==> src/rtl/core/readout_chips_in_window_assert.svh <==
// Assertion helpers shared by the readout chip window logic.
// Every check is clocked on the rising edge and disabled while reset is low.
`ifndef READOUT_CHIPS_IN_WINDOW_ASSERT_SVH
`define READOUT_CHIPS_IN_WINDOW_ASSERT_SVH

// Same-cycle implication.
`define RCIW_ASSERT_IMPL(label, clk, rstn, ante, cons, msg) \
    label: assert property (@(posedge clk) disable iff (!rstn) (ante) |-> (cons)) \
        else $error(msg);

// Next-cycle implication.
`define RCIW_ASSERT_NEXT(label, clk, rstn, ante, cons, msg) \
    label: assert property (@(posedge clk) disable iff (!rstn) (ante) |=> (cons)) \
        else $error(msg);

`endif

==> src/rtl/core/rciw_pkg.sv <==
`timescale 1ns / 1ps
`default_nettype none

package rciw_pkg;

    // Parameter defaults
    localparam int DEF_STRIPS_PER_CHIP    = 128;
    localparam int DEF_COEF_FRACTION_BITS = 20;

    // Field widths
    localparam int COORD_W     = 17;
    localparam int HALF_W      = 16;
    localparam int COUNT_W     = 10;
    localparam int CFG_DATA_W  = 16;
    localparam int CHIP_NUM_W  = 4;
    localparam int IN_TDATA_W  = 72;   // 4 x 17 bits, padded to bytes
    localparam int OUT_TDATA_W = 8;    // 4 bits, padded to a byte

    // Sensor geometry
    localparam int CHANNELS_PER_SIDE = 768;
    localparam int N_FLIP_BASE       = 1535;
    localparam int OFFSET_L5         = 382;
    localparam int OFFSET_L6         = 385;
    localparam int N_SHIFT           = 4;
    localparam int MAX_OUT           = 8;
    localparam int NUM_CORNERS       = 4;

    // Stereo coefficients as num / den, scaled by 2^F at elaboration
    localparam longint CX_NUM = 10526;
    localparam longint CX_DEN = 1000000;
    localparam longint CZ_NUM = 7895;
    localparam longint CZ_DEN = 100000000;
    localparam longint CN_NUM = 3684;
    localparam longint CN_DEN = 10000000;

    // Register reset values
    localparam logic [0:0]         RST_LAYER_SIX    = 1'b0;
    localparam logic [HALF_W-1:0]  RST_HALF_WIDTH_X = 16'd36500;
    localparam logic [HALF_W-1:0]  RST_HALF_WIDTH_Z = 16'd20000;
    localparam logic [COUNT_W-1:0] RST_STRIP_COUNT  = 10'd768;

    typedef enum logic [1:0] {
        CFG_LAYER_SIX    = 2'd0,
        CFG_HALF_WIDTH_X = 2'd1,
        CFG_HALF_WIDTH_Z = 2'd2,
        CFG_STRIP_COUNT  = 2'd3
    } cfg_index_t;

endpackage

`default_nettype wire

==> src/rtl/core/readout_chips_in_window.sv <==
// Readout chips under a window on a double-sided strip sensor.
// Flow: a request is registered in stages 1 to 4 before it loads the result list.
// Throughput: while s_tready is high, one window request per cycle enters a 4-stage
//   pipeline; results leave one per cycle while m_tready is high, 1 to 8 per window.
// Reset: synchronous, active low; clears all valid flags and loads the register defaults.
`timescale 1ns / 1ps
`default_nettype none

module readout_chips_in_window #(
    parameter int STRIPS_PER_CHIP    = rciw_pkg::DEF_STRIPS_PER_CHIP,
    parameter int COEF_FRACTION_BITS = rciw_pkg::DEF_COEF_FRACTION_BITS
) (
    input  wire logic                              aclk,
    input  wire logic                              aresetn,
    // configuration write port
    input  wire logic                              cfg_we,
    input  wire rciw_pkg::cfg_index_t              cfg_index,
    input  wire logic [rciw_pkg::CFG_DATA_W-1:0]   cfg_wdata,
    // window request
    input  wire logic                              s_tvalid,
    output logic                                   s_tready,
    // tdata: window_z_low[16:0], window_z_high[33:17], window_x_low[50:34],
    //        window_x_high[67:51], zero pad [71:68]
    input  wire logic [rciw_pkg::IN_TDATA_W-1:0]   s_tdata,
    // chip results
    output logic                                   m_tvalid,
    input  wire logic                              m_tready,
    // tdata: chip_number[3:0], zero pad [7:4]
    output logic [rciw_pkg::OUT_TDATA_W-1:0]       m_tdata,
    output logic                                   m_tlast,    // last_chip
    output logic [0:0]                             m_tuser     // window_empty
);

    import rciw_pkg::*;

    `include "readout_chips_in_window_assert.svh"

    // ------------------------------------------------------------------
    // Derived constants
    // ------------------------------------------------------------------
    localparam int F        = COEF_FRACTION_BITS;
    localparam int COEF_W   = F - 5;                 // CX < 2^(F-6), signed
    localparam int PROD_W   = COORD_W + COEF_W;
    localparam int ACC_W    = F + 13;                // |P|,|N| < 2^(F+11)
    localparam int STRIP_W  = ACC_W - F;             // integer part of P / N
    localparam int CHAN_W   = $clog2(CHANNELS_PER_SIDE);
    localparam int NUM_W    = $clog2(N_FLIP_BASE + 1);
    localparam int CHIP_W   = $clog2(N_FLIP_BASE / STRIPS_PER_CHIP + 1);
    localparam int IDX_W    = $clog2(MAX_OUT);
    localparam int CNT_W    = $clog2(MAX_OUT + 1);

    localparam longint ONE_L  = longint'(1) << F;
    localparam longint CX_VAL = ((CX_NUM << F) + CX_DEN / 2) / CX_DEN;
    localparam longint CZ_VAL = ((CZ_NUM << F) + CZ_DEN / 2) / CZ_DEN;
    localparam longint CN_VAL = ((CN_NUM << F) + CN_DEN / 2) / CN_DEN;

    localparam logic signed [COEF_W-1:0] CX = COEF_W'(CX_VAL);
    localparam logic signed [COEF_W-1:0] CZ = COEF_W'(CZ_VAL);
    localparam logic signed [COEF_W-1:0] CN = COEF_W'(CN_VAL);

    localparam logic signed [ACC_W-1:0] OFF_L5    = ACC_W'(longint'(OFFSET_L5) * ONE_L);
    localparam logic signed [ACC_W-1:0] OFF_L6    = ACC_W'(longint'(OFFSET_L6) * ONE_L);
    localparam logic signed [ACC_W-1:0] SHIFT_ONE = ACC_W'(longint'(N_SHIFT) * ONE_L);
    localparam logic signed [ACC_W-1:0] NEG_ONE   = ACC_W'(-ONE_L);

    // Exact divide by STRIPS_PER_CHIP for values below 2^NUM_W:
    // q = (n * ceil(2^K / d)) >> K with K = NUM_W + ceil(log2 d).
    localparam int     RECIP_SHIFT = NUM_W + $clog2(STRIPS_PER_CHIP);
    localparam longint RECIP_L     = ((longint'(1) << RECIP_SHIFT) + STRIPS_PER_CHIP - 1)
                                     / STRIPS_PER_CHIP;
    localparam int     RECIP_W     = $clog2(RECIP_L + 1);
    localparam int     QPROD_W     = NUM_W + RECIP_W;
    localparam logic [RECIP_W-1:0] RECIP = RECIP_W'(RECIP_L);

    localparam logic [NUM_W-1:0]   FLIP_BASE = NUM_W'(N_FLIP_BASE);
    localparam logic [COUNT_W-1:0] CHAN_LIM  = COUNT_W'(CHANNELS_PER_SIDE);

    // ------------------------------------------------------------------
    // Configuration registers
    // ------------------------------------------------------------------
    logic                layer_six_reg;
    logic [HALF_W-1:0]   half_width_x_reg;
    logic [HALF_W-1:0]   half_width_z_reg;
    logic [COUNT_W-1:0]  strip_count_reg;

    always_ff @(posedge aclk) begin
        if (!aresetn) begin
            layer_six_reg    <= RST_LAYER_SIX;
            half_width_x_reg <= RST_HALF_WIDTH_X;
            half_width_z_reg <= RST_HALF_WIDTH_Z;
            strip_count_reg  <= RST_STRIP_COUNT;
        end else if (cfg_we) begin
            unique case (cfg_index)
                CFG_LAYER_SIX:    layer_six_reg    <= cfg_wdata[0];
                CFG_HALF_WIDTH_X: half_width_x_reg <= cfg_wdata[HALF_W-1:0];
                CFG_HALF_WIDTH_Z: half_width_z_reg <= cfg_wdata[HALF_W-1:0];
                CFG_STRIP_COUNT:  strip_count_reg  <= cfg_wdata[COUNT_W-1:0];
                default: ;
            endcase
        end
    end

    // ------------------------------------------------------------------
    // Pipeline flow control. Each stage loads when it is empty or when its
    // content moves on in the same cycle; the result list frees up on its
    // final beat, so a new window follows the last chip without a gap.
    // ------------------------------------------------------------------
    logic s1_v_reg, s2_v_reg, s3_v_reg, s4_v_reg;
    logic list_v_reg;
    logic en1, en2, en3, en4;
    logic list_load, beat, beat_last;

    logic [IDX_W-1:0] idx_reg;
    logic [IDX_W-1:0] last_idx_reg;

    assign beat      = list_v_reg && m_tready;
    assign beat_last = beat && (idx_reg == last_idx_reg);
    assign list_load = s4_v_reg && (!list_v_reg || beat_last);
    assign en4       = !s4_v_reg || list_load;
    assign en3       = !s3_v_reg || en4;
    assign en2       = !s2_v_reg || en3;
    assign en1       = !s1_v_reg || en2;
    assign s_tready  = en1;

    always_ff @(posedge aclk) begin
        if (!aresetn) begin
            s1_v_reg <= 1'b0;
            s2_v_reg <= 1'b0;
            s3_v_reg <= 1'b0;
            s4_v_reg <= 1'b0;
        end else begin
            if (en1) s1_v_reg <= s_tvalid;
            if (en2) s2_v_reg <= s1_v_reg;
            if (en3) s3_v_reg <= s2_v_reg;
            if (en4) s4_v_reg <= s3_v_reg;
        end
    end

    // ------------------------------------------------------------------
    // Stage 1: window bounds as received
    // ------------------------------------------------------------------
    logic signed [COORD_W-1:0] z_lo_reg, z_hi_reg, x_lo_reg, x_hi_reg;

    always_ff @(posedge aclk) begin
        if (en1) begin
            z_lo_reg <= s_tdata[0*COORD_W +: COORD_W];
            z_hi_reg <= s_tdata[1*COORD_W +: COORD_W];
            x_lo_reg <= s_tdata[2*COORD_W +: COORD_W];
            x_hi_reg <= s_tdata[3*COORD_W +: COORD_W];
        end
    end

    // ------------------------------------------------------------------
    // Stage 2: clamp to the half extents, flag bounds still off the sensor,
    // and form the coefficient products (index 0 = low bound, 1 = high).
    // ------------------------------------------------------------------
    logic signed [COORD_W:0]   hx_s, hz_s, neg_hx, neg_hz;
    logic signed [COORD_W-1:0] xc [2];
    logic signed [COORD_W-1:0] zc [2];
    logic                      xbad_next [2];
    logic                      zbad_next [2];

    logic signed [PROD_W-1:0]  px_reg [2];
    logic signed [PROD_W-1:0]  pz_reg [2];
    logic signed [PROD_W-1:0]  pn_reg [2];
    logic                      xbad_reg [2];
    logic                      zbad_reg [2];

    always_comb begin
        hx_s   = signed'({2'b00, half_width_x_reg});
        hz_s   = signed'({2'b00, half_width_z_reg});
        neg_hx = -hx_s;
        neg_hz = -hz_s;
        // only the low bound is raised and only the high bound lowered
        xc[0] = (x_lo_reg < neg_hx) ? COORD_W'(neg_hx) : x_lo_reg;
        xc[1] = (x_hi_reg > hx_s)   ? COORD_W'(hx_s)   : x_hi_reg;
        zc[0] = (z_lo_reg < neg_hz) ? COORD_W'(neg_hz) : z_lo_reg;
        zc[1] = (z_hi_reg > hz_s)   ? COORD_W'(hz_s)   : z_hi_reg;
        // window wholly beside the sensor
        xbad_next[0] = xc[0] > hx_s;
        xbad_next[1] = xc[1] < neg_hx;
        zbad_next[0] = zc[0] > hz_s;
        zbad_next[1] = zc[1] < neg_hz;
    end

    always_ff @(posedge aclk) begin
        if (en2) begin
            for (int k = 0; k < 2; k++) begin
                px_reg[k]   <= CX * xc[k];
                pz_reg[k]   <= CZ * zc[k];
                pn_reg[k]   <= CN * zc[k];
                xbad_reg[k] <= xbad_next[k];
                zbad_reg[k] <= zbad_next[k];
            end
        end
    end

    // ------------------------------------------------------------------
    // Stage 3: stereo formula per corner, truncate toward zero, range check.
    // Corner order: (xlo,zlo) (xlo,zhi) (xhi,zlo) (xhi,zhi).
    // ------------------------------------------------------------------
    logic [COUNT_W-1:0]        lim;
    logic [STRIP_W-1:0]        lim_w;
    logic signed [ACC_W-1:0]   p_acc [NUM_CORNERS];
    logic signed [ACC_W-1:0]   n_acc [NUM_CORNERS];
    logic                      ok_next [NUM_CORNERS];
    logic [CHAN_W-1:0]         ps_next [NUM_CORNERS];
    logic [CHAN_W-1:0]         ns_next [NUM_CORNERS];

    logic                      ok3_reg [NUM_CORNERS];
    logic [CHAN_W-1:0]         ps_reg  [NUM_CORNERS];
    logic [CHAN_W-1:0]         ns_reg  [NUM_CORNERS];

    always_comb begin
        lim   = (strip_count_reg > CHAN_LIM) ? CHAN_LIM : strip_count_reg;
        lim_w = STRIP_W'(lim);
        for (int i = 0; i < NUM_CORNERS; i++) begin
            if (layer_six_reg) begin
                p_acc[i] = OFF_L6 - ACC_W'(px_reg[i/2]) - ACC_W'(pz_reg[i%2]);
                n_acc[i] = p_acc[i] + ACC_W'(pn_reg[i%2]) + SHIFT_ONE;
            end else begin
                p_acc[i] = OFF_L5 + ACC_W'(px_reg[i/2]) - ACC_W'(pz_reg[i%2]);
                n_acc[i] = p_acc[i] + ACC_W'(pn_reg[i%2]) - SHIFT_ONE;
            end
            // a negative value above -1.0 truncates to strip 0
            ok_next[i] = !xbad_reg[i/2] && !zbad_reg[i%2]
                && (p_acc[i][ACC_W-1] ? (p_acc[i] > NEG_ONE)
                                      : (p_acc[i][ACC_W-1:F] < lim_w))
                && (n_acc[i][ACC_W-1] ? (n_acc[i] > NEG_ONE)
                                      : (n_acc[i][ACC_W-1:F] < lim_w));
            ps_next[i] = p_acc[i][ACC_W-1] ? '0 : p_acc[i][F +: CHAN_W];
            ns_next[i] = n_acc[i][ACC_W-1] ? '0 : n_acc[i][F +: CHAN_W];
        end
    end

    always_ff @(posedge aclk) begin
        if (en3) begin
            for (int i = 0; i < NUM_CORNERS; i++) begin
                ok3_reg[i] <= ok_next[i];
                ps_reg[i]  <= ps_next[i];
                ns_reg[i]  <= ns_next[i];
            end
        end
    end

    // ------------------------------------------------------------------
    // Stage 4: strip to chip by reciprocal multiply; N side counts down.
    // ------------------------------------------------------------------
    logic [NUM_W-1:0]   nflip   [NUM_CORNERS];
    logic [QPROD_W-1:0] pq_prod [NUM_CORNERS];
    logic [QPROD_W-1:0] nq_prod [NUM_CORNERS];

    logic               ok4_reg [NUM_CORNERS];
    logic [CHIP_W-1:0]  pc_reg  [NUM_CORNERS];
    logic [CHIP_W-1:0]  nc_reg  [NUM_CORNERS];

    always_comb begin
        for (int i = 0; i < NUM_CORNERS; i++) begin
            nflip[i]   = FLIP_BASE - NUM_W'(ns_reg[i]);
            pq_prod[i] = QPROD_W'(ps_reg[i]) * QPROD_W'(RECIP);
            nq_prod[i] = QPROD_W'(nflip[i]) * QPROD_W'(RECIP);
        end
    end

    always_ff @(posedge aclk) begin
        if (en4) begin
            for (int i = 0; i < NUM_CORNERS; i++) begin
                ok4_reg[i] <= ok3_reg[i];
                pc_reg[i]  <= pq_prod[i][RECIP_SHIFT +: CHIP_W];
                nc_reg[i]  <= nq_prod[i][RECIP_SHIFT +: CHIP_W];
            end
        end
    end

    // ------------------------------------------------------------------
    // Duplicate removal and packing into the result list. Chips compare at
    // full width, then go out as their low four bits.
    // ------------------------------------------------------------------
    logic [CHIP_NUM_W-1:0] list_next [MAX_OUT];
    logic [CNT_W-1:0]      cnt;
    logic                  dupp, dupn;

    always_comb begin
        cnt = '0;
        for (int k = 0; k < MAX_OUT; k++) list_next[k] = '0;
        for (int i = 0; i < NUM_CORNERS; i++) begin
            dupp = 1'b0;
            dupn = 1'b0;
            for (int j = 0; j < NUM_CORNERS; j++) begin
                if (j < i && ok4_reg[j]) begin
                    if (pc_reg[j] == pc_reg[i]) dupp = 1'b1;
                    if (nc_reg[j] == nc_reg[i]) dupn = 1'b1;
                end
            end
            if (ok4_reg[i]) begin
                if (!dupp) begin
                    list_next[cnt[IDX_W-1:0]] = CHIP_NUM_W'(pc_reg[i]);
                    cnt = cnt + 1'b1;
                end
                if (!dupn) begin
                    list_next[cnt[IDX_W-1:0]] = CHIP_NUM_W'(nc_reg[i]);
                    cnt = cnt + 1'b1;
                end
            end
        end
    end

    // ------------------------------------------------------------------
    // Result list: drained one chip per beat. An empty window is a single
    // beat with chip 0 and the empty flag set.
    // ------------------------------------------------------------------
    logic [CHIP_NUM_W-1:0] list_reg [MAX_OUT];
    logic                  empty_reg;

    always_ff @(posedge aclk) begin
        if (list_load) begin
            for (int k = 0; k < MAX_OUT; k++) list_reg[k] <= list_next[k];
            empty_reg <= (cnt == '0);
        end
    end

    always_ff @(posedge aclk) begin
        if (!aresetn) begin
            list_v_reg   <= 1'b0;
            idx_reg      <= '0;
            last_idx_reg <= '0;
        end else if (list_load) begin
            list_v_reg   <= 1'b1;
            idx_reg      <= '0;
            last_idx_reg <= (cnt == '0) ? '0 : IDX_W'(cnt - 1'b1);
        end else if (beat_last) begin
            list_v_reg <= 1'b0;
        end else if (beat) begin
            idx_reg <= idx_reg + 1'b1;
        end
    end

    assign m_tvalid = list_v_reg;
    assign m_tdata  = OUT_TDATA_W'(list_reg[idx_reg]);
    assign m_tlast  = (idx_reg == last_idx_reg);
    assign m_tuser  = empty_reg;

    // ------------------------------------------------------------------
    // Assertions
    // ------------------------------------------------------------------
    `RCIW_ASSERT_IMPL(a_idx_in_list, aclk, aresetn, list_v_reg, idx_reg <= last_idx_reg, "result index past end of list")
    `RCIW_ASSERT_IMPL(a_empty_single, aclk, aresetn, list_v_reg && empty_reg, last_idx_reg == '0 && m_tdata == '0, "empty window must be one zero result")
    `RCIW_ASSERT_NEXT(a_list_drains, aclk, aresetn, beat_last && !s4_v_reg, !list_v_reg, "list still valid after final beat")
    `RCIW_ASSERT_NEXT(a_list_refill, aclk, aresetn, list_load, list_v_reg && idx_reg == '0, "new list must start at its first chip")

endmodule

`default_nettype wire

==> config.mk <==
export PLATFORM = sky130hd
export DESIGN_NAME = readout_chips_in_window
export DESIGN_NICKNAME = d
export VERILOG_FILES = /design/src/rtl/core/rciw_pkg.sv /design/src/rtl/core/readout_chips_in_window.sv
export VERILOG_INCLUDE_DIRS = /design/src /design/src/rtl/core
export SDC_FILE = /design/constraint.sdc
export NUM_CORES = 2
export LEC_CHECK = 0
export ABC_CLOCK_PERIOD_IN_PS = 10200
export BUFFER_PORTS_ARGS = -buffer_cell sky130_fd_sc_hd__buf_2
export CAP_MARGIN = 0
export CORE_MARGIN = 2
export CORE_UTILIZATION = 38
export CTS_CLUSTER_DIAMETER = 60
export CTS_CLUSTER_SIZE = 8
export DETAILED_ROUTE_END_ITERATION = 12
export PLACE_DENSITY = 0.52
export SYNTH_ARGS = -nofsm -noshare
export SYNTH_HDL_FRONTEND = slang
export SYNTH_SLANG_ARGS = --single-unit
==> constraint.sdc <==
create_clock -name aclk -period 10.2 [get_ports aclk]
set_clock_uncertainty 0.1 [all_clocks]
set_input_delay 1.02 -clock aclk [delete_from_list [all_inputs] [get_ports aclk]]
set_output_delay 1.02 -clock aclk [all_outputs]
set_load 0.01 [all_outputs]
==> flow_metrics.env <==
export IMPL_setup_viol_count_final=0
export IMPL_synth_largest_type_area_fraction_pct=25.0
export IMPL_detailedPlacementHpwl_mm=208
export IMPL_postcts_setup_bufs=0
export IMPL_worst_ep_arrival_time_ns=9.98
export IMPL_drtPass1Iterations=6
export IMPL_synth_sequential_area_ratio_pct=15.8
export IMPL_maxSlewHeadroom_pct=19.3
export IMPL_grt_pass1_vias=58700
export IMPL_post_layout_instance_area_sq_um=75800
export IMPL_netlist_top_cell_by_area="sky130_fd_sc_hd__ha_1"
export IMPL_ys_async_sr_fraction_pct=0
export IMPL_detailedRoute_firstIterationViolations=4491
export IMPL_post_cts_resized=0
export IMPL_finalWeightedCongestion=0.975
export IMPL_post_synth_instance_area_sq_um=69700
export IMPL_ys_top_cells_by_area="sky130_fd_sc_hd__ha_1, sky130_fd_sc_hd__edfxtp_1, sky130_fd_sc_hd__fa_1, sky130_fd_sc_hd__xnor2_1, sky130_fd_sc_hd__inv_1"
export IMPL_cts_htree_levels=3
export IMPL_worst_slew_pin_slew_ns=1.20
export IMPL_grt_start_max_net_pins=72
export IMPL_mean_area_per_synthesized_cell_sq_um=8.65
export IMPL_status="completed"
export IMPL_finalCriticalPeriod_ns=9.64
export IMPL_dieHeight_um=432
export IMPL_clock_sinks=386
export IMPL_timing_fmax_ghz=0.104
export IMPL_hold_viol_final=0
export IMPL_cts_root_buffer_cell="sky130_fd_sc_hd__clkbuf_16"
export IMPL_crit_path_frequent_cell="sky130_fd_sc_hd__inv_1"
export IMPL_detail_route_vias_per_cell=5.67
export IMPL_timing_max_transition_violations_final=0
export IMPL_placed_area_sq_um=73600
export IMPL_global_routing_usage_summed_across_all_routing_layers_pct=25.8
export IMPL_crit_type="flip-flop to flip-flop"
export IMPL_startpoint_type="flip-flop"
export IMPL_areaGrowthSynthToFinish_pct=8.63
export IMPL_routed_via_count=60300
export IMPL_ys_top_cells_by_count="sky130_fd_sc_hd__ha_1, sky130_fd_sc_hd__inv_1, sky130_fd_sc_hd__nand2_1"
export IMPL_numCtsBuffers=68
export IMPL_layout_drive_gt1_share_pct=5.63
export IMPL_rsz_0062_raised_after_global_routing="false"
export IMPL_ant_nets=0
export IMPL_insertion_delay_ns=0.69
export IMPL_nNetsFinal=10000
export IMPL_cts_reportedPaths_clkPinSlew_ns=0.05
export IMPL_initial_utilization_pct=38.2
export IMPL_timing_max_cap_violations=0
export IMPL_synth_warning_count=0
export IMPL_largest_register_ff_count=64
export IMPL_placement_rows=157
export IMPL_min_delay_path_class="flip-flop to flip-flop"
export IMPL_number_of_antenna_violations_at_the_first_check_in_global_routing=9
export IMPL_timing_final_crit_share_pct=94.5
export IMPL_drt_drc_violations_left=0
export IMPL_cts_max_path_buffers=3
export IMPL_synth_most_common_cell="sky130_fd_sc_hd__ha_1"
export IMPL_top_level_ports=107
export IMPL_timing_critical_path_slowest_stage_cell="sky130_fd_sc_hd__fa_1"
export IMPL_yosys_register_bits=386
export IMPL_tritoncts="yes"
export IMPL_cp_max_fo=11
export IMPL_global_route_overflow_total=0
export IMPL_critPathCaptureType="flip-flop"
export IMPL_fillerInstances=18400
export IMPL_cts_hold_repair_buffers=0
export IMPL_finalWirelength_mm=245
export IMPL_grt_first_pass_wirelength_mm=365
export IMPL_worst_endpoint_required_ns=10.54
export IMPL_post_synth_num_cell_types=110
export IMPL_final_setup_tns_ns=0
export IMPL_hold_path_cell_count=0
export IMPL_routedWlPerCell_um=23.0
export IMPL_cell_count_after_synthesis=8058
export IMPL_most_common_flop_cell_mapped_by_yosys="sky130_fd_sc_hd__edfxtp_1"
export IMPL_portBuffers=98
export IMPL_floorplan_die_area_sq_um=187000
export IMPL_worst_r2r_path_depth=37
export IMPL_core_area_sq_um=183000
export IMPL_dieWidth_um=432
export IMPL_synth_edff_count=329
export IMPL_worst_path_largest_cell_delay_ns=0.50
## critical path, delay by kind of cell, from the launching register on
family / cells / cell delay [ns]
adders and majority gates: 11 / 4.49
buffers and inverters: 8 / 0.80
AOI/OAI and AO/OA: 14 / 2.87
and+or+nand+nor: 2 / 0.26
DFF: 1 / 0.38
muxes: 2 / 0.49
## through the flow
stage	utilization (%)	cells	hold slack, ns	setup WS (ns)
floorplan	-	8061	0.300	0.148
finish	41.5	10600	0.315	0.560
global route	41.5	10600	0.326	0.0428
CTS	41.5	10600	0.317	0.374
detailed placement	40.3	10500	0.305	0.403
global placement	40.3	10500	0.302	0.433
## cell families after synthesis
kind of cell             share of synthesized area [%]
AO/OA/AOI/OAI                                     19.1
AND/OR/NAND/NOR                                   14.1
adder cells (fa/ha/maj)                           33.8
buffers and inverters                             5.91
XOR/XNOR                                          9.08
flip-flops                                        15.8
multiplexers                                      2.20
other                                          0.00538
## metal layers
| metal | vias up | share of wire (%) | GRT usage, % |
|---|---|---|---|
| met5 | - | 0.0053 | 0 |
| met3 | 250 | 5.2 | 2.62 |
| li1 | 29400 | - | - |
| met2 | 1626 | 44 | 41.0 |
| met4 | 2 | 3.8 | 9.25 |
| met1 | 29100 | 47 | 36.3 |
## area by class of cell
| type | instances | area [sq um] | area share [%] |
|---|---|---|---|
| antenna | 1 | 2.50 | 0.00330 |
| inverter | 956 | 3600 | 4.75 |
| timing repair buffer | 212 | 1360 | 1.79 |
| clock buffer | 90 | 1820 | 2.40 |
| sequential | 386 | 11000 | 14.6 |
| clock inverter | 25 | 320 | 0.423 |
| tap | 2385 | 2980 | 3.94 |
| multi-input combinational | 6586 | 54700 | 72.1 |
## path summary, 6_finish.rpt
kind                       startpoint            end  slack (ns)
setup / recovery  half_width_x_reg[1]  px_reg[0][31]        0.56
hold / removal             ok3_reg[2]     ok4_reg[2]        0.31
setup reg to reg  half_width_x_reg[1]  px_reg[0][31]        0.56
hold reg to reg            ok3_reg[2]     ok4_reg[2]        0.31
## placed cells by master, fill, tap and decap left out, types with 34 or more instances in the layout
cell type | Yosys | routed
sky130_fd_sc_hd__and3_1 | 84 | 84
sky130_fd_sc_hd__nand2b_1 | 89 | 89
sky130_fd_sc_hd__nand4_1 | 91 | 91
sky130_fd_sc_hd__clkbuf_16 | 0 | 69
sky130_fd_sc_hd__or4_1 | 35 | 35
sky130_fd_sc_hd__edfxtp_1 | 329 | 329
sky130_fd_sc_hd__inv_1 | 948 | 946
sky130_fd_sc_hd__ha_1 | 1393 | 1392
sky130_fd_sc_hd__xor2_1 | 228 | 228
sky130_fd_sc_hd__mux2i_1 | 69 | 66
sky130_fd_sc_hd__dfxtp_1 | 57 | 56
sky130_fd_sc_hd__nor4_1 | 61 | 60
sky130_fd_sc_hd__o21bai_1 | 87 | 87
sky130_fd_sc_hd__nand2_1 | 533 | 532
sky130_fd_sc_hd__a211oi_1 | 61 | 61
sky130_fd_sc_hd__nor2_1 | 473 | 473
sky130_fd_sc_hd__and2_1 | 34 | 34
sky130_fd_sc_hd__mux2_2 | 47 | 47
sky130_fd_sc_hd__or3_1 | 60 | 60
sky130_fd_sc_hd__a31oi_1 | 85 | 85
sky130_fd_sc_hd__o21ai_0 | 385 | 380
sky130_fd_sc_hd__nor3_1 | 167 | 167
sky130_fd_sc_hd__o211ai_1 | 70 | 70
sky130_fd_sc_hd__xnor2_1 | 486 | 486
sky130_fd_sc_hd__a21o_1 | 278 | 278
sky130_fd_sc_hd__a21boi_0 | 52 | 52
sky130_fd_sc_hd__buf_4 | 4 | 113
sky130_fd_sc_hd__a21oi_1 | 520 | 520
sky130_fd_sc_hd__o21a_1 | 113 | 113
sky130_fd_sc_hd__buf_2 | 3 | 98
sky130_fd_sc_hd__nand3_1 | 165 | 165
sky130_fd_sc_hd__nor2b_1 | 80 | 80
sky130_fd_sc_hd__fa_1 | 306 | 306
Power is not shown: default switching activity piles up to over one toggle a cycle in this logic, so the estimate is an artifact.
